--- config.mk ---
export PLATFORM = sky130hd
export DESIGN_NAME = bsht_ram
export DESIGN_NICKNAME = d
export VERILOG_FILES = /design/src/hw/rtl/bsht_ram.sv
export SDC_FILE = /design/constraint.sdc
export NUM_CORES = 1
export LEC_CHECK = 0
export BUFFER_PORTS_ARGS = -buffer_cell sky130_fd_sc_hd__buf_2
export CAP_MARGIN = 20
export CELL_PAD_IN_SITES_DETAIL_PLACEMENT = 0
export CELL_PAD_IN_SITES_GLOBAL_PLACEMENT = 2
export CORE_MARGIN = 2
export CORE_UTILIZATION = 42
export DETAILED_ROUTE_END_ITERATION = 6
export PLACE_DENSITY_LB_ADDON = 0.1
export SYNTH_ARGS = -nofsm -noshare
export SYNTH_HDL_FRONTEND = slang
export SYNTH_SLANG_ARGS = --single-unit
export TNS_END_PERCENT = 10
--- constraint.sdc ---
create_clock -name clk -period 4.5 [get_ports clk]
set_input_delay 0.225 -clock clk [delete_from_list [all_inputs] [get_ports clk]]
set_output_delay 0.225 -clock clk [all_outputs]
set_load 0.02 [all_outputs]
--- src/hw/rtl/bsht_ram.sv ---
// ============================================================================
// bsht_ram - simple dual-port synchronous RAM
// One write port, one read port, registered read data.
// ============================================================================
module bsht_ram #(
  parameter  int WIDTH = 8,
  parameter  int DEPTH = 16,
  localparam int AW    = (DEPTH > 1) ? $clog2(DEPTH) : 1
) (
  input  logic             clk,
  input  logic             we,
  input  logic [AW-1:0]    waddr,
  input  logic [WIDTH-1:0] wdata,
  input  logic [AW-1:0]    raddr,
  output logic [WIDTH-1:0] rdata
);

  logic [WIDTH-1:0] mem [DEPTH];

  always_ff @(posedge clk) begin
    if (we) begin
      mem[waddr] <= wdata;
    end
  end

  always_ff @(posedge clk) begin
    rdata <= mem[raddr];
  end

endmodule

# Word level (Yosys, flattened, before mapping)
# Memory sizes are Yosys's and may differ from the RTL's. A register that Yosys moved wholly into a read port is not among the register bits.
# Cells that the tools add are included.
totals:
  ram_bits: 128
  mem_count: 1
  ff_bits: 0
  out_inout_bits: 8
op_classes:
  mux: 2
mem_list:
  columns: ["memory", "depth", "width", "read_ports", "rd_ports_with_merged_regs", "write_ports", "line", "rtl"]
  rows:
  - ["mem", 16, 8, 1, 1, 1, "18", "logic [WIDTH-1:0] mem [DEPTH];"]
ops:
  columns: ["operator", "n"]
  rows:
  - ["$mux W1", 2]

# Logic depth before layout (Yosys ltp)
depth:
  ltp_word: 2
  depth_mapped: 5
  ltp_nobuf: 3

# Worst setup path after synthesis
# No wires, ideal clock.
synth_path:
  path_kind: "input port to flip-flop"
  from: "input port waddr[2]"
  to: "memory mem[0][0], enable pin"
  t_arrival_ps: 1335
  stages: 2
  slack_ps: 2782
  setup_time_ps: 383
  required_ps: 4117
  cell_sequence: "or3b_2 -> nor3_1"
synth_lines:
  columns: ["item", "line", "rtl"]
  rows:
  - ["start: declaration", "12", "input logic [AW-1:0] waddr,"]
  - ["end: declaration", "18", null]
# No word-level cell before the write port.

==> flow_summary.yaml <==
finish:
  final_cell_mix: "edfxtp_1 (128), buf_2 (25), mux4_2 (18), clkbuf_16 (17), a22oi_1 (16)"
  final_util_pct: 50.14
  antennaDiodeCount: 0
  layout.nets: 290
  design_area_mm2: 0.006022
  fill_cells: 998
  drive_gt1_share_pct: 29.82
  syn2layout_area_growth_pct: 16.99
  final_common_cell: "edfxtp_1"
pwr:
  internal_power_mw: 2.289
  p_sw_mw: 0.5922
  power.share.sequential_pct: 49.5
  switching_share_pct: 20.55
  vdd_drop_max_v: 0.0002080
  power_density_mw_per_mm2: 478.5
  p_comb_share_pct: 4.7
  clock_power_share_pct: 45.9
  leakage_nw: 2.019
worst_hold_path:
  hold_path.class: "primary input to register"
  holdPathEnd: "mem[9][7]"
  hold_depth: 1
  hp-start: "wdata[7]"
placed_design:
  port_buffers: 25
  dp_slack_ps: 2311
  dp_hpwl_um: 6583
  gp_congestion: 0.6797
  placed_area_mm2: 0.005450
floorplan:
  die_y_um: 114.7
  dieArea_mm2: 0.01316
  initial_utilization_pct: 42.85
  pin_count: 26
  die_w_um: 114.7
  num_rows: 40
  core_area_mm2: 0.01201
synth:
  synthCells: 229
  synth_mux_area_share_pct: 15.02
  synth_compound_area_share_pct: 2.333
  synth_seq_cells: 136
  synth_top_family_by_area: "multiplexers"
  yosys_warnings: 0
  synthAdderAreaFrac_pct: 0
  synth_area_per_cell_um2: 22.48
  synth_area_mm2: 0.005147
  synth-xor-area-share_pct: 0
  synth_nets: 247
  synth-simple-area-share_pct: 3.184
  ys_seq_area_share_pct: 77.78
  yosys.cell_types.count: 19
routing:
  drc: 0
  vias_per_cell: 5.597
  vias: 2418
  first_pass_iters: 4
  first_iter_violations: 199
  postRouteAntennaNets: 0
  wl_per_cell_um: 24.74
  wirelength_um: 10690
critical_path:
  critical_path.endpoint_type: "register"
  cp_data_arrival_time_ps: 2000
  crit_type: "primary input to register"
  rr_worst_depth: 3
  crit_required_ps: 4800
  start_kind: "primary input"
  rrSetupSlack_ps: 3090
  r2r-end: "rdata[4]"
  worstReg2RegStart: "mem[10][4]"
  crit_fanout: 18
clock_tree:
  cts.path.max_buffers: 2
  cts_hold_buf: 0
  cts_resized: 0
  cts_setup_buffers: 0
  cts_tree: "built"
  clock_latency_ps: 420
  cts_num_sinks: 136
  cts_root_buf: "clkbuf_16"
  cts_max_level: 4
  cts.reportedPaths.clkPinSlew_ps: 60
  cts_made_buffers: 17
sta:
  finalClockSkew_ps: 9.436
  worst_slew_pin_slew_ps: 1044
  setup_viol: 0
  finalHoldViolCount: 0
  timing.final.ws_setup_ps: 2801
  tns_ps: 0
  final.min_clock_period_ps: 1699
  relSlewSlack_pct: 30.14
  timing.final.crit_share_pct: 37.76
  hold_ws_ps: 185.9
  rsz0062_at_grt: "no"
  timing.fmax_mhz: 588.4
  drv_slew: 0
global_routing:
  grt_pass1_wl_um: 15670
  globalRouteOverflowTotal: 0
  grt_max_degree: 33
  grt_pass1_vias: 2404
  groute.usage.overall_pct: 18.06
  antenna_found_initial: 0
run_status:
  status: "completed"
job:
  cap_violations: 0
[cells in the mapped netlist, drive strengths merged]
| master | count | area [um^2] |
|---|---|---|
| a22oi | 16 | 120.1 |
| and2 | 1 | 6.260 |
| and2b | 1 | 7.510 |
| buf | 7 | 56.30 |
| clkdlybuf4s25 | 3 | 30.03 |
| dfxtp | 8 | 160.2 |
| edfxtp | 128 | 3844 |
| mux4 | 32 | 773.2 |
| nand2 | 9 | 33.78 |
| nand2b | 2 | 12.51 |
| nand3 | 1 | 5.000 |
| nand3b | 2 | 15.01 |
| nor2 | 13 | 48.80 |
| nor2b | 1 | 6.260 |
| nor3 | 4 | 20.02 |
| or3b | 1 | 8.760 |
[worst max path at each step]
stage	from	endpoint	slack [ps]	depth (start not counted)
4_1_cts	raddr[0]	rdata[0]	2760	5
3_5_place_dp	raddr[0]	rdata[0]	2310	5
3_3_place_gp	raddr[0]	rdata[0]	2290	5
6_report	raddr[0]	rdata[0]	2800	5
2_1_floorplan	waddr[2]	mem[0][0]	2780	2
5_1_grt	raddr[0]	rdata[0]	2660	5
[sequential cells by signal, summed over array words and instances (netlist names)]
signal / flops
rdata: 8
mem: 128
[kinds of logic after synthesis]
logic type	count (synthesis)
AOI/OAI and AO/OA	16
muxes	32
DFF	136
buffers and inverters	10
and+or+nand+nor	35
[critical path, cell delays in order]
cell and delay (ps):
buf_2 470, buf_4 410, mux4_1 590, a22oi_1 220, nand2_1 70
[cell type report]
type | count | area (um^2) | share of cell area [%]
Timing Repair Buffer | 34 | 200.2 | 3.324
Clock buffer | 18 | 439.2 | 7.293
Multi-Input combinational cell | 83 | 1062 | 17.64
Sequential cell | 136 | 4004 | 66.49
Tap cell | 147 | 183.9 | 3.054
Clock inverter | 14 | 132.6 | 2.202
[per-stage QoR]
stage	power (mW)	instances
finish	2.881	432
global route	2.981	432
CTS	2.907	432
detailed placement	1.589	400
global placement	1.587	398
floorplan	1.531	229
[routing by layer]
metal  vias to the layer above  track usage (%)  wire length, um
li1                       1060                -                -
met1                      1279            26.73             5065
met2                        68            25.13             4911
met3                        11            5.400              561
met4                         0            7.631              149
met5                         -                0                0
[power by group through the flow]
stage / registers (mW) / clock network (mW) / logic, mW
floorplan: 1.46 / 0 / 0.0719
global placement: 1.45 / 0 / 0.136
detailed placement: 1.45 / 0 / 0.137
CTS: 1.43 / 1.34 / 0.137
global route: 1.43 / 1.41 / 0.146
finish: 1.43 / 1.32 / 0.134
(Power assumes the default switching activity.)
